`src/fcc_pkg.sv`:
```
// Shared types, constants and codes for the checksum checker.
// Depends on nothing; every other file but fcc_if.sv imports it.
package fcc_pkg;

	localparam logic [7:0]  SOH_BYTE   = 8'h01;
	localparam logic [7:0]  EQ_BYTE    = 8'h3D;
	localparam logic [7:0]  ZERO_CHAR  = 8'h30;
	localparam logic [7:0]  NINE_CHAR  = 8'h39;
	localparam logic [23:0] TAG_PREFIX = 24'h013130;
	localparam logic [9:0]  VALUE_MAX  = 10'd1023;

	localparam int QUEUE_DEPTH = 4;
	localparam int QUEUE_AW    = $clog2(QUEUE_DEPTH);

	typedef enum logic [2:0] {
		ST_MATCH        = 3'd0,
		ST_MISMATCH     = 3'd1,
		ST_NO_TAG       = 3'd2,
		ST_UNTERMINATED = 3'd3,
		ST_NO_DIGITS    = 3'd4
	} status_t;

	typedef enum logic [1:0] {
		PH_NONE    = 2'd0,
		PH_COLLECT = 2'd1,
		PH_DONE    = 2'd2
	} phase_t;

	typedef struct packed {
		logic [7:0] data_byte;
		logic       last_byte;
		logic       is_soh;
		logic       is_digit;
		logic [3:0] digit;
		logic       tag_hit;
	} cls_beat_t;

endpackage

```
`src/fcc_if.sv`:
```
// Valid/ready channel interfaces for message bytes and check results.
// Depends on nothing.
interface fcc_byte_if;
	logic       valid;
	logic       ready;
	logic [7:0] data_byte;
	logic       last_byte;
	modport source (output valid, output data_byte, output last_byte, input ready);
	modport sink   (input valid, input data_byte, input last_byte, output ready);
endinterface

interface fcc_result_if;
	logic       valid;
	logic       ready;
	logic [2:0] check_status;
	logic [7:0] expected_sum;
	logic [9:0] received_sum;
	modport source (output valid, output check_status, output expected_sum,
		output received_sum, input ready);
	modport sink   (input valid, input check_status, input expected_sum,
		input received_sum, output ready);
endinterface

```
`src/fcc_front.sv`:
```
// Front part: accepts message bytes, classifies them and spots the checksum tag.
// Depends on fcc_pkg.
module fcc_front
	import fcc_pkg::*;
(
	input  logic       clk,
	input  logic       arst_n,
	input  logic       in_valid,
	output logic       in_ready,
	input  logic [7:0] data_byte,
	input  logic       last_byte,
	input  logic       q_full,
	output logic       q_push,
	output cls_beat_t  q_beat
);

	logic [23:0] history_q;
	logic        accept;

	assign in_ready = !q_full;
	assign accept   = in_valid && in_ready;
	assign q_push   = accept;

	always_comb begin
		q_beat.data_byte = data_byte;
		q_beat.last_byte = last_byte;
		q_beat.is_soh    = (data_byte == SOH_BYTE);
		q_beat.is_digit  = (data_byte >= ZERO_CHAR) && (data_byte <= NINE_CHAR);
		q_beat.digit     = 4'(data_byte - ZERO_CHAR);
		q_beat.tag_hit   = (data_byte == EQ_BYTE) && (history_q == TAG_PREFIX);
	end

	always_ff @(posedge clk or negedge arst_n) begin
		if (!arst_n) begin
			history_q <= '0;
		end else if (accept) begin
			if (last_byte) begin
				history_q <= '0;
			end else begin
				history_q <= {history_q[15:0], data_byte};
			end
		end
	end

endmodule

```
`src/fcc_queue.sv`:
```
// Short first-in first-out queue of classified beats between front and back.
// Depends on fcc_pkg.
module fcc_queue
	import fcc_pkg::*;
(
	input  logic      clk,
	input  logic      arst_n,
	input  logic      push,
	input  cls_beat_t push_beat,
	input  logic      pop,
	output cls_beat_t pop_beat,
	output logic      full,
	output logic      empty
);

	cls_beat_t             mem_q [QUEUE_DEPTH];
	logic [QUEUE_AW-1:0]   wr_ptr_q;
	logic [QUEUE_AW-1:0]   rd_ptr_q;
	logic [QUEUE_AW:0]     count_q;
	logic                  do_push;
	logic                  do_pop;

	assign full     = (count_q == (QUEUE_AW+1)'(QUEUE_DEPTH));
	assign empty    = (count_q == '0);
	assign do_push  = push && !full;
	assign do_pop   = pop && !empty;
	assign pop_beat = mem_q[rd_ptr_q];

	always_ff @(posedge clk) begin
		if (do_push) begin
			mem_q[wr_ptr_q] <= push_beat;
		end
	end

	always_ff @(posedge clk or negedge arst_n) begin
		if (!arst_n) begin
			wr_ptr_q <= '0;
			rd_ptr_q <= '0;
			count_q  <= '0;
		end else begin
			if (do_push) begin
				wr_ptr_q <= wr_ptr_q + 1'b1;
			end
			if (do_pop) begin
				rd_ptr_q <= rd_ptr_q + 1'b1;
			end
			case ({do_push, do_pop})
				2'b10:   count_q <= count_q + 1'b1;
				2'b01:   count_q <= count_q - 1'b1;
				default: count_q <= count_q;
			endcase
		end
	end

endmodule

```
`src/fcc_back.sv`:
```
// Back part: keeps the sums, parses the checksum value and registers the result.
// Depends on fcc_pkg.
module fcc_back
	import fcc_pkg::*;
(
	input  logic       clk,
	input  logic       arst_n,
	input  logic       q_empty,
	input  cls_beat_t  q_beat,
	output logic       q_pop,
	output logic       out_valid,
	input  logic       out_ready,
	output logic [2:0] check_status,
	output logic [7:0] expected_sum,
	output logic [9:0] received_sum
);

	logic [7:0] run_q,      run_n;
	logic [7:0] soh_sum_q,  soh_sum_n;
	logic       tag_q,      tag_n;
	logic [7:0] cap_q,      cap_n;
	phase_t     phase_q,    phase_n;
	logic [9:0] accum_q,    accum_n;
	logic       seen_q,     seen_n;
	logic       stopped_q,  stopped_n;
	logic [13:0] step_val;
	status_t    status_n;
	logic [7:0] exp_n;
	logic [9:0] rcv_n;
	logic       valid_q;
	status_t    status_q;
	logic [7:0] exp_q;
	logic [9:0] rcv_q;

	assign q_pop = !q_empty && (!valid_q || out_ready);

	always_comb begin
		step_val  = {1'b0, accum_q, 3'b000} + {3'b000, accum_q, 1'b0} + {10'd0, q_beat.digit};
		run_n     = run_q + q_beat.data_byte;
		soh_sum_n = q_beat.is_soh ? run_n : soh_sum_q;
		tag_n     = tag_q;
		cap_n     = cap_q;
		phase_n   = phase_q;
		accum_n   = accum_q;
		seen_n    = seen_q;
		stopped_n = stopped_q;
		if (phase_q == PH_COLLECT) begin
			if (q_beat.is_soh) begin
				phase_n = PH_DONE;
			end else if (!stopped_q) begin
				if (q_beat.is_digit) begin
					accum_n = (step_val > 14'(VALUE_MAX)) ? VALUE_MAX : step_val[9:0];
					seen_n  = 1'b1;
				end else begin
					stopped_n = 1'b1;
				end
			end
		end
		if (q_beat.tag_hit) begin
			tag_n     = 1'b1;
			cap_n     = soh_sum_q;
			phase_n   = PH_COLLECT;
			accum_n   = '0;
			seen_n    = 1'b0;
			stopped_n = 1'b0;
		end
		exp_n = cap_n;
		rcv_n = '0;
		if (!tag_n) begin
			status_n = ST_NO_TAG;
			exp_n    = '0;
		end else if (phase_n != PH_DONE) begin
			status_n = ST_UNTERMINATED;
		end else if (!seen_n) begin
			status_n = ST_NO_DIGITS;
		end else begin
			rcv_n    = accum_n;
			status_n = (accum_n == {2'b00, cap_n}) ? ST_MATCH : ST_MISMATCH;
		end
	end

	always_ff @(posedge clk or negedge arst_n) begin
		if (!arst_n) begin
			run_q     <= '0;
			soh_sum_q <= '0;
			tag_q     <= 1'b0;
			cap_q     <= '0;
			phase_q   <= PH_NONE;
			accum_q   <= '0;
			seen_q    <= 1'b0;
			stopped_q <= 1'b0;
			valid_q   <= 1'b0;
		end else begin
			if (q_pop) begin
				if (q_beat.last_byte) begin
					run_q     <= '0;
					soh_sum_q <= '0;
					tag_q     <= 1'b0;
					cap_q     <= '0;
					phase_q   <= PH_NONE;
					accum_q   <= '0;
					seen_q    <= 1'b0;
					stopped_q <= 1'b0;
				end else begin
					run_q     <= run_n;
					soh_sum_q <= soh_sum_n;
					tag_q     <= tag_n;
					cap_q     <= cap_n;
					phase_q   <= phase_n;
					accum_q   <= accum_n;
					seen_q    <= seen_n;
					stopped_q <= stopped_n;
				end
			end
			if (q_pop && q_beat.last_byte) begin
				valid_q <= 1'b1;
			end else if (out_ready) begin
				valid_q <= 1'b0;
			end
		end
	end

	always_ff @(posedge clk) begin
		if (q_pop && q_beat.last_byte) begin
			status_q <= status_n;
			exp_q    <= exp_n;
			rcv_q    <= rcv_n;
		end
	end

	assign out_valid    = valid_q;
	assign check_status = status_q;
	assign expected_sum = exp_q;
	assign received_sum = rcv_q;

endmodule

```
`src/fix_checksum_checker_unit.sv`:
```
// Checksum checker top level: front classifier, four-beat queue, back checker.
// Throughput: one byte beat per cycle, sustained while results are taken.
// The final byte is written into the queue and later popped by the back part, which
// registers the result beat; beats waiting ahead of it are popped first, and a stalled
// result beat holds the queue. Reset: arst_n clears sums, parser state, queue
// pointers and the result valid flag.
module fix_checksum_checker_unit
	import fcc_pkg::*;
(
	input  logic                clk,
	input  logic                arst_n,
	fcc_byte_if.sink            msg,
	fcc_result_if.source        result
);

	logic      q_full;
	logic      q_empty;
	logic      q_push;
	logic      q_pop;
	cls_beat_t push_beat;
	cls_beat_t pop_beat;

	fcc_front u_front (
		.clk       (clk),
		.arst_n    (arst_n),
		.in_valid  (msg.valid),
		.in_ready  (msg.ready),
		.data_byte (msg.data_byte),
		.last_byte (msg.last_byte),
		.q_full    (q_full),
		.q_push    (q_push),
		.q_beat    (push_beat)
	);

	fcc_queue u_queue (
		.clk       (clk),
		.arst_n    (arst_n),
		.push      (q_push),
		.push_beat (push_beat),
		.pop       (q_pop),
		.pop_beat  (pop_beat),
		.full      (q_full),
		.empty     (q_empty)
	);

	fcc_back u_back (
		.clk          (clk),
		.arst_n       (arst_n),
		.q_empty      (q_empty),
		.q_beat       (pop_beat),
		.q_pop        (q_pop),
		.out_valid    (result.valid),
		.out_ready    (result.ready),
		.check_status (result.check_status),
		.expected_sum (result.expected_sum),
		.received_sum (result.received_sum)
	);

endmodule

```
`src/flat_wrapper.sv`:
```
// flat-port wrapper written by rule: the top's interface ports become plain ports
module fix_checksum_checker_unit_flat import fcc_pkg::*;
  (clk, arst_n, msg_valid, msg_data_byte, msg_last_byte, msg_ready, result_valid, result_check_status, result_expected_sum, result_received_sum, result_ready);
  fcc_byte_if msg_i ();
  fcc_result_if result_i ();
  input  logic clk;
  input  logic arst_n;
  input wire logic [$bits(msg_i.valid)-1:0] msg_valid;
  input wire logic [$bits(msg_i.data_byte)-1:0] msg_data_byte;
  input wire logic [$bits(msg_i.last_byte)-1:0] msg_last_byte;
  output wire logic [$bits(msg_i.ready)-1:0] msg_ready;
  output wire logic [$bits(result_i.valid)-1:0] result_valid;
  output wire logic [$bits(result_i.check_status)-1:0] result_check_status;
  output wire logic [$bits(result_i.expected_sum)-1:0] result_expected_sum;
  output wire logic [$bits(result_i.received_sum)-1:0] result_received_sum;
  input wire logic [$bits(result_i.ready)-1:0] result_ready;
  assign msg_i.valid = msg_valid;
  assign msg_i.data_byte = msg_data_byte;
  assign msg_i.last_byte = msg_last_byte;
  assign msg_ready = msg_i.ready;
  assign result_valid = result_i.valid;
  assign result_check_status = result_i.check_status;
  assign result_expected_sum = result_i.expected_sum;
  assign result_received_sum = result_i.received_sum;
  assign result_i.ready = result_ready;
  fix_checksum_checker_unit u_core (.clk(clk), .arst_n(arst_n), .msg(msg_i), .result(result_i));
endmodule
```
`config.mk`:
```
export PLATFORM = sky130hd
export DESIGN_NAME = fix_checksum_checker_unit_flat
export DESIGN_NICKNAME = d
export VERILOG_FILES = /design/src/fcc_pkg.sv /design/src/fcc_if.sv /design/src/fcc_front.sv /design/src/fcc_queue.sv /design/src/fcc_back.sv /design/src/fix_checksum_checker_unit.sv /design/src/flat_wrapper.sv
export SDC_FILE = /design/constraint.sdc
export NUM_CORES = 1
export LEC_CHECK = 0
export ABC_AREA = 1
export BUFFER_PORTS_ARGS = -buffer_cell sky130_fd_sc_hd__buf_4
export CORE_MARGIN = 10
export CORE_UTILIZATION = 55
export DETAILED_ROUTE_END_ITERATION = 8
export PLACE_DENSITY = 0.82
export SYNTH_ARGS = -nofsm -noshare
export SYNTH_HDL_FRONTEND = slang
export SYNTH_SLANG_ARGS = --single-unit
```
`constraint.sdc`:
```
create_clock -name clk -period 10.3 [get_ports clk]
set_input_delay 0.515 -clock clk [delete_from_list [all_inputs] [get_ports clk]]
set_output_delay 0.515 -clock clk [all_outputs]
set_load 0.005 [all_outputs]
```
==> results of run 1 <==
[flip-flops by register name, summed over array words and instances, names as in the netlist, 2 cells and up]
register / cells
u_core.u_back.run_q: 8
u_core.u_back.accum_q: 10
u_core.u_front.history_q: 24
u_core.u_queue.wr_ptr_q: 2
u_core.u_queue.count_q: 3
u_core.u_back.check_status: 3
u_core.u_queue.rd_ptr_q: 2
u_core.u_queue.mem_q: 48
u_core.u_back.received_sum: 10
u_core.u_back.phase_q: 2
u_core.u_back.cap_q: 8
u_core.u_back.soh_sum_q: 8
u_core.u_back.expected_sum: 8
[worst max-delay path, delay by kind of cell (launching register included)]
kind	cells	cell delay [ns]
buf+inv	2	0.39
fa+ha+maj	2	1.02
flops	1	0.91
compound gates	3	0.43
simple gates	14	1.20
[power breakdown]
| part | leakage, nW | internal [mW] | switching (mW) |
|---|---|---|---|
| clock network | 0.285 | 0.386 | 0.224 |
| registers | 1.58 | 0.790 | 0.0992 |
| logic | 1.72 | 0.365 | 0.708 |
[cell usage after synthesis (all sizes together), types with 4 or more instances]
library cell,instances,area share
nor4,8,0.0072
nand2,159,0.086
o31ai,9,0.0097
ha,31,0.055
buf,9,0.010
nand4,4,0.0036
nand3,53,0.039
o22ai,24,0.021
nor2,90,0.051
o21ai,66,0.047
fa,4,0.011
a21oi,26,0.021
xor2,9,0.011
dfrtp,71,0.25
clkbuf,17,0.0091
edfxtp,69,0.30
inv,93,0.050
[logic make-up after synthesis]
logic type	count (synthesis)	synth area share
buffers and inverters	119	0.0697
adder cells (fa/ha/maj)	35	0.0669
XOR/XNOR	11	0.0138
AO/OA/AOI/OAI	133	0.109
flip-flops	140	0.550
AND/OR/NAND/NOR	319	0.191
[per-layer routing]
layer | vias up | global-route usage | wire (microns)
li1 | 2597 | - | -
met1 | 2410 | 0.217 | 6580
met2 | 165 | 0.276 | 6970
met3 | 42 | 0.0477 | 909
met4 | 0 | 0.0941 | 443
met5 | - | 0 | 0
[final cells by class]
type                            count  area, sq um
Timing Repair Buffer               38          283
Fill cell                        1010         4560
Clock inverter                     11          141
Inverter                           93          352
Tap cell                          172          215
Clock buffer                       21          450
Multi-Input combinational cell    498         2670
Sequential cell                   140         3850
[worst max path at each step]
| stage | startpoint | endpoint | slack, ns | depth (start not counted) |
|---|---|---|---|---|
| after floorplan | u_core.u_queue.rd_ptr_q[0] | u_core.u_back.check_status[0] | 6.57 | 23 |
| after global placement | u_core.u_queue.rd_ptr_q[0] | u_core.u_back.check_status[0] | 6.33 | 21 |
| after detailed placement | u_core.u_queue.rd_ptr_q[0] | u_core.u_back.check_status[0] | 6.14 | 21 |
| after CTS | u_core.u_queue.rd_ptr_q[0] | u_core.u_back.check_status[0] | 6.11 | 21 |
| after global routing | u_core.u_queue.rd_ptr_q[0] | u_core.u_back.check_status[0] | 5.66 | 22 |
| final | u_core.u_queue.rd_ptr_q[0] | u_core.u_back.check_status[0] | 6.04 | 21 |
==> metrics.md, run 1 <==
| Metric | Value |
|---|---|
| Outcome | `completed` |
| RSZ-0062 raised after global routing | `no` |
| Slew Viols, Final | `0` |
| Residual DRC count | `0` |
| Setup CP Type | `flip-flop to flip-flop` |
| Placed wire-length estimate | `10300 microns` |
| Number of synthesized flops with an enable pin | `69` |
| Crit-path cells | `inv_4 > o21ai_0 > o22ai_1 > fa_1 > fa_1 > nand2_1 > nand3_1 > nand3_1 > nand2_1 > nand2_1 > nand3_1 > inv_2 > nand3_1 > nand3_1 > nand2_1 > nor2_1 > nand2_1 > nor2_1 > nand2_1 > nand2_1 > a21oi_2` |
| Hold buffer count at CTS | `0` |
| First-pass GRT wire length | `25200 microns` |
| Post-CTS Resized | `0` |
| Synth cell types | `36` |
| Max-cap violations | `0` |
| Max IR drop VDD | `0.152 mV` |
| Fmax | `234 MHz` |
| Total grt overflow | `0` |
| Initial antenna violation count | `0` |
| Most frequent CP cell | `nand2_1` |
| CTS H-tree depth | `4` |
| Remaining antenna violation count | `0` |
| Worst Tran Pin Value | `1.16 ns` |
| Core Footprint | `0.0125 sq mm` |
| CTS Root Cell | `clkbuf_16` |
| Fin nets | `836` |
| Crit path largest cell delay | `0.91 ns` |
| Synth Register Bits | `140` |
| Wirelength per Cell | `15.3 microns` |
| Final setup margin | `6.04 ns` |
| CTS Buf Count | `17` |
| Overall global routing resource usage | `0.176` |
| Initial Util | `0.559` |
| Die Width | `133 microns` |
| Post-layout min period | `4.26 ns` |
| DR iter-0 viols | `608` |
| 1st-pass router iterations | `5` |
| CP required | `10.44 ns` |
| Global placer's final weighted congestion | `0.928` |
| Overall power | `2.57 mW` |
| Power Dens Cells | `323 mW/mm^2` |
| Area growth, synth to finish | `13.7%` |
| Top_reg_cell synth | `dfrtp_1` |
| Final setup vio count | `0` |
| Post-CTS Setup Bufs | `0` |
| # rows | `41` |
| Syn nets | `805` |
| Synth async-reset ratio | `0.507` |
| Critical path endpoint category | `flip-flop` |
| Synth Cell Area | `0.00700 sq mm` |
| Pin count of the biggest net entering global routing | `72` |
| Worst Hold Slack | `0.234 ns` |
| Fin crit share | `0.414` |
| Worst r2r src | `u_core.u_queue.rd_ptr_q[0]` |
| Cells after Synth | `757` |
| Slowest cell on the critical path | `dfrtp_1` |
| Dpl ws | `6.14 ns` |
| Clk sink count | `140` |
| IO Count | `36` |
| DR vias | `5214` |
| Via density | `5.36` |
| Worst Hold Class | `primary input to asynchronous set/reset pin` |
| Number of global-route vias before repair | `5181` |
| Clk buf depth | `2` |
| P_leak | `3.59 nW` |
| Clock slew at reported path FFs | `0.06 ns` |
| Placed cell area | `0.00736 sq mm` |
| Number of port buffers | `35` |
| Reg2reg path depth | `21` |
| Ys Warns | `0` |
| Fin util | `0.636` |
| Flop-to-flop setup slack | `6.04 ns` |
| Die height | `133 microns` |
| Most common cell after layout, fill and taps aside | `nand2_1` |
| Final Instance Area | `0.00796 sq mm` |
| DRT Wirelength | `14900 microns` |
| Worst-Skew Late Latency | `0.43 ns` |
| Slew margin rel. | `0.221` |
| Placed insts | `940` |
| Final Hold Fails | `0` |
| Crit Path Max Fanout | `27` |
| Share of cells above drive strength 1 | `0.102` |
| CTS tree | `yes` |
| Layout Cells excl Fill | `973` |
| Ant. Diodes | `0` |
| Syn_area_per_cell | `9.25 sq um` |
| Crit path DAT | `4.41 ns` |
| Reg2Reg Capture Point | `u_core.u_back.check_status[0]` |
| Die area | `0.0176 sq mm` |
| Setup crit start kind | `flip-flop` |
| Sequential element share of the synthesized area | `0.550` |
| Most frequent cells in the layout | `nand2_1 (157), inv_1 (90), nor2_1 (86)` |
| Post-Route Skew | `0.00775 ns` |
| Fin Setup TNS | `0 ns` |
No activity file was read; power rests on OpenSTA's default activity.
==> inputs of run 2 (changes only) <==
Settings changed: PLACE_DENSITY 0.82 to 0.85.
Clock period 10.3 ns to 3.6 ns, I/O delays scaled along.
==> run 2 against run 1 <==
Effect of this change:
- wire length fell by 0.28%
- die area is the same
- non-clock buffer count increased by 25
- clock skew about the same
- sequential share of layout area is 1.3 points lower
- sequential power increased to 2.8 times the previous value
- first-iteration DRC count is 25% lower
==> metrics.md, run 2 (synthesis results as in run 1) <==
| Metric | Value |
|---|---|
| Outcome | `completed` |
| Via density | `5.35` |
| Number of global-route vias before repair | `5146` |
| Initial Util | `0.559` |
| Fin Setup TNS | `0 ns` |
| Global placer's final weighted congestion | `0.900` |
| Die Width | `133 microns` |
| Dpl ws | `0.0939 ns` |
| Final Hold Fails | `0` |
| Top delay family on crit path | `simple AND/OR/NAND/NOR gates` |
| Total grt overflow | `0` |
| DR vias | `5345` |
| FF+latch area | `0.00385 sq mm` |
| Pin count of the biggest net entering global routing | `72` |
| Overall power | `7.37 mW` |
| Remaining antenna violation count | `0` |
| Overall global routing resource usage | `0.171` |
| 1st-pass router iterations | `5` |
| Residual DRC count | `0` |
| Flop-to-flop setup slack | `0.20 ns` |
| Most frequent cells in the layout | `nand2_1 (154), inv_1 (90), nor2_1 (86)` |
| IO Count | `36` |
| DR iter-0 viols | `455` |
| Final setup margin | `0.202 ns` |
| Worst Hold Class | `primary input to flip-flop` |
| Crit path buffers/inverters | `1` |
| Max IR drop VDD | `0.435 mV` |
| CTS Root Cell | `clkbuf_16` |
| Worst Hold Slack | `0.0821 ns` |
| Worst Tran Pin Value | `0.913 ns` |
| Multi-input gate area | `0.00274 sq mm` |
| Final setup vio count | `0` |
| Most common cell after layout, fill and taps aside | `nand2_1` |
| DRT Wirelength | `14900 microns` |
| Slowest cell on the critical path | `fa_1` |
| Fin util | `0.654` |
| Worst-Skew Late Latency | `0.42 ns` |
| Post-layout min period | `3.40 ns` |
| Clk buf depth | `2` |
| Fin nets | `862` |
| Fmax | `294 MHz` |
| Wirelength per Cell | `14.9 microns` |
| Slew Viols, Final | `0` |
| First-pass GRT wire length | `24800 microns` |
| Area growth, synth to finish | `17.0%` |
| Reg2reg path depth | `21` |
| Crit-path cells | `inv_4 > o21ai_1 > o22ai_2 > fa_1 > ha_1 > nand3_1 > nand3_2 > nand2_1 > nand2_1 > nand2_1 > nand2_2 > nor2_4 > nand3_1 > nand3_1 > nand2_1 > nor2_1 > nand2_1 > nor2_1 > nand2_1 > nand2_1 > a21oi_2` |
| Share of cells above drive strength 1 | `0.137` |
| Placed wire-length estimate | `10200 microns` |
| Crit path DAT | `3.54 ns` |
| CTS tree | `yes` |
| Die height | `133 microns` |
| CTS H-tree depth | `4` |
| # rows | `41` |
| Clock slew at reported path FFs | `0.06 ns` |
| Slew margin rel. | `0.391` |
| Hold Crit Depth | `1` |
| Clk sink count | `140` |
| CP required | `3.74 ns` |
| Post-Route Skew | `0.00763 ns` |
| Power Dens Cells | `901 mW/mm^2` |
| Final Instance Area | `0.00819 sq mm` |
| Placed cell area | `0.00747 sq mm` |
| Most frequent CP cell | `nand2_1` |
| Biggest register | `u_core.u_queue.mem_q` |
| Initial antenna violation count | `0` |
| CTS Buf Count | `17` |
| Setup CP Type | `flip-flop to flip-flop` |
| Setup crit start kind | `flip-flop` |
| Largest registers | `u_core.u_queue.mem_q (48), u_core.u_front.history_q (24)` |
| P_leak | `3.69 nW` |
| Layout Cells excl Fill | `999` |
| Critical path endpoint category | `flip-flop` |
| Fin crit share | `0.944` |
| Levels on crit path | `21` |
| Ant. Diodes | `0` |
| Core Footprint | `0.0125 sq mm` |
| Number of port buffers | `35` |
| Die area | `0.0176 sq mm` |
| Placed insts | `954` |
| Max FFs per register | `48` |
| Fill cells | `969` |
| Crit Path Max Fanout | `7` |
| Max-cap violations | `0` |
| Crit path largest cell delay | `0.54 ns` |
==> run 2: path summary, 6_finish.rpt <==
path,start,endpoint
min,msg_last_byte,u_core.u_queue.mem_q[0][7]
min reg2reg,u_core.u_queue.count_q[0],u_core.u_queue.count_q[0]
min in group asynchronous,arst_n,u_core.u_front.history_q[5]
max,u_core.u_queue.rd_ptr_q[0],u_core.u_back.check_status[0]
max reg2reg,u_core.u_queue.rd_ptr_q[0],u_core.u_back.check_status[0]
max in group asynchronous,arst_n,u_core.u_queue.rd_ptr_q[0]
==> run 2: where the power goes <==
part	total, mW	switching [mW]	internal, mW	leakage [nW]
Sequential	2.49	0.236	2.26	1.58
Combinational	3.32	2.12	1.20	1.86
Clock	1.56	0.676	0.881	0.250
==> run 2: what timing repair did <==
| action | CTS | global route |
|---|---|---|
| setup buffers | 0 | 2 |
| endpoints found under the hold margin | 104 | 0 |
| setup endpoints to repair | 0 | 1 |
| resized for setup | 0 | 22 |
| hold buffers | 10 | 0 |
==> run 2: layout make-up <==
| cell class | instances | area share |
|---|---|---|
| sequential | 140 | 0.470 |
| inverter | 93 | 0.0436 |
| tap | 172 | 0.0263 |
| clock inverter | 13 | 0.0115 |
| clock buffer | 19 | 0.0529 |
| multi-input combinational | 499 | 0.334 |
| timing repair buffer | 63 | 0.0613 |
==> run 2: routing by layer <==
layer / track usage / wire, microns / vias up
met5: 0 / 0 / -
met1: 0.206 / 6260 / 2464
met2: 0.282 / 7260 / 184
li1: - / - / 2663
met3: 0.0522 / 930 / 34
met4: 0.0672 / 408 / 0
==> inputs of run 3 (changes only) <==
Settings changed: CELL_PAD_IN_SITES_DETAIL_PLACEMENT from default to 0, CELL_PAD_IN_SITES_GLOBAL_PLACEMENT from default to 1, CORE_UTILIZATION 55 to 43.
==> run 3 against run 2 <==
Effect of this change:
- worst hold slack got worse by 0.0064 ns
- critical path type unchanged
- first-iteration DRC count fell by 7.3%
- clock-buffer cell count rose by 2
- wire length rose by 3.6%
- maximum frequency rose by 1.6%
- register-to-register slack improved by 0.05 ns
- sequential cell count did not move
==> metrics.md, run 3 (synthesis results as in run 1) <==
| Metric | Value |
|---|---|
| Die area | `0.0218 sq mm` |
| Via density | `5.01` |
| Residual DRC count | `0` |
| Placed insts | `1005` |
| Worst Hold Slack | `0.0757 ns` |
| IO Count | `36` |
| Crit Path Max Fanout | `6` |
| Layout Cells excl Fill | `1058` |
| Endpoint, Worst Hold | `u_core.u_front.history_q[14]` |
| Final Instance Area | `0.00847 sq mm` |
| Clk buf depth | `2` |
| Slew margin rel. | `0.228` |
| Power Dens Cells | `913 mW/mm^2` |
| CP required | `3.78 ns` |
| CTS Root Cell | `clkbuf_16` |
| Pin count of the biggest net entering global routing | `72` |
| Post-Route Skew | `0.00973 ns` |
| Remaining antenna violation count | `0` |
| Outcome | `completed` |
| CTS Buf Count | `17` |
| Final setup vio count | `0` |
| Reg2reg path depth | `22` |
| Worst-Skew Late Latency | `0.42 ns` |
| Biggest register | `u_core.u_queue.mem_q` |
| Fin nets | `877` |
| Crit path buffers/inverters | `3` |
| Total grt overflow | `0` |
| First-pass GRT wire length | `25600 microns` |
| Fin crit share | `0.929` |
| Placed cell area | `0.00757 sq mm` |
| Slew Viols, Final | `0` |
| Setup CP Type | `flip-flop to flip-flop` |
| Number of global-route vias before repair | `5148` |
| Hold_sp | `msg_last_byte` |
| # rows | `46` |
| Most frequent CP cell | `nand2_1` |
| DR vias | `5301` |
| Clk sink count | `140` |
| Worst Tran Pin Value | `1.15 ns` |
| Reg2Reg Capture Point | `u_core.u_back.check_status[0]` |
| Wirelength per Cell | `14.6 microns` |
| Placed wire-length estimate | `10700 microns` |
| Fmax | `299 MHz` |
| Worst r2r src | `u_core.u_queue.rd_ptr_q[0]` |
| Max-cap violations | `0` |
| Ant. Diodes | `0` |
| Top delay family on crit path | `simple AND/OR/NAND/NOR gates` |
| Met3 Track Usage GR | `0.0415` |
| M2 GR Usage | `0.230` |
| Initial antenna violation count | `0` |
| Final Hold Fails | `0` |
| 1st-pass router iterations | `4` |
| Overall global routing resource usage | `0.145` |
| Crit-path cells | `clkinv_4 > buf_4 > o21ai_1 > o22ai_2 > ha_1 > ha_2 > fa_2 > nand3_1 > nand3_1 > nand2_1 > nand2_1 > nor2_4 > buf_4 > nand3_1 > nand3_1 > nand2_1 > nor2_1 > nand2_1 > nor2_1 > nand2_1 > nand2_1 > a21oi_2` |
| Die height | `148 microns` |
| Critical path endpoint category | `flip-flop` |
| Max IR drop VDD | `0.439 mV` |
| Share of cells above drive strength 1 | `0.170` |
| Max FFs per register | `48` |
| DRT Wirelength | `15400 microns` |
| CTS tree | `yes` |
| Number of port buffers | `35` |
| Worst Hold Class | `primary input to flip-flop` |
| Most Used Layer, Global Route | `met2` |
| Setup crit start kind | `flip-flop` |
| Most frequent cells in the layout | `nand2_1 (152), inv_1 (89), nor2_1 (82)` |
| Clock slew at reported path FFs | `0.06 ns` |
| P_leak | `3.81 nW` |
| Crit path DAT | `3.53 ns` |
| Die Width | `148 microns` |
| Global placer's final weighted congestion | `0.840` |
| Area growth, synth to finish | `21.1%` |
| Most common cell after layout, fill and taps aside | `nand2_1` |
| Hold Crit Depth | `2` |
| Post-layout min period | `3.35 ns` |
| Core Footprint | `0.0159 sq mm` |
| Initial Util | `0.439` |
| Met1 usage | `0.185` |
| Fin Setup TNS | `0 ns` |
| CTS H-tree depth | `4` |
| Slowest cell on the critical path | `dfrtp_2` |
| DR iter-0 viols | `422` |
| Largest registers | `u_core.u_queue.mem_q (48), u_core.u_front.history_q (24)` |
| Crit path largest cell delay | `0.42 ns` |
| Flop-to-flop setup slack | `0.25 ns` |
[run 3: what timing repair did]
action | in CTS | in global routing
hold buffers | 10 | 0
hold endpoints to repair | 104 | 0
resized for setup | 0 | 40
setup endpoints to repair | 0 | 1
setup buffers | 0 | 10
[run 3: where the power goes]
part / internal, mW / switching [mW]
combinational: 1.34 / 2.18
sequential: 2.26 / 0.224
clock: 1.06 / 0.671
total: 4.66 / 3.08
[run 3: final cells by class]
class / count / area [sq um]
fill: 1433 / 7470
sequential: 140 / 3850
multi-input combinational: 498 / 2780
timing repair buffer: 78 / 614
clock buffer: 21 / 493
inverter: 93 / 354
tap: 216 / 270
clock inverter: 11 / 103
timing repair inverter: 1 / 7.51
[run 3: worst max path at each step]
stage,start,to,slack [ns],cells past startpoint
final,u_core.u_queue.rd_ptr_q[0],u_core.u_back.check_status[0],0.25,22
after global routing,u_core.u_queue.rd_ptr_q[0],u_core.u_back.check_status[0],-0.03,23
after CTS,u_core.u_queue.rd_ptr_q[0],u_core.u_back.check_status[0],0.10,21
after detailed placement,u_core.u_queue.rd_ptr_q[0],u_core.u_back.check_status[0],0.11,21
after global placement,u_core.u_queue.rd_ptr_q[0],u_core.u_back.check_status[0],0.17,21
after floorplan,u_core.u_queue.rd_ptr_q[0],u_core.u_back.check_status[0],0.02,24
[run 3: worst register-to-register path: cells and delay by family (launching register included)]
family / cells / cell delay, ns
buffers and inverters: 3 / 0.41
flip-flops: 1 / 0.42
AO/OA/AOI/OAI: 3 / 0.32
adder cells (fa/ha/maj): 3 / 0.80
AND/OR/NAND/NOR: 13 / 1.15
[run 3: per-stage QoR]
stage	power (mW)	util	setup WS [ns]
6_report	7.74	0.531	0.254
5_1_grt	8.37	0.531	-0.0266
4_1_cts	7.59	0.519	0.102
2_1_floorplan	4.75	-	0.0174
3_3_place_gp	5.78	0.475	0.173
3_5_place_dp	5.83	0.475	0.113
[run 3: routing by layer]
metal / vias to the layer above / share of wire
met1: 2465 / 0.47
met3: 22 / 0.050
met4: 0 / 0.016
li1: 2688 / -
met2: 126 / 0.47
met5: - / 0
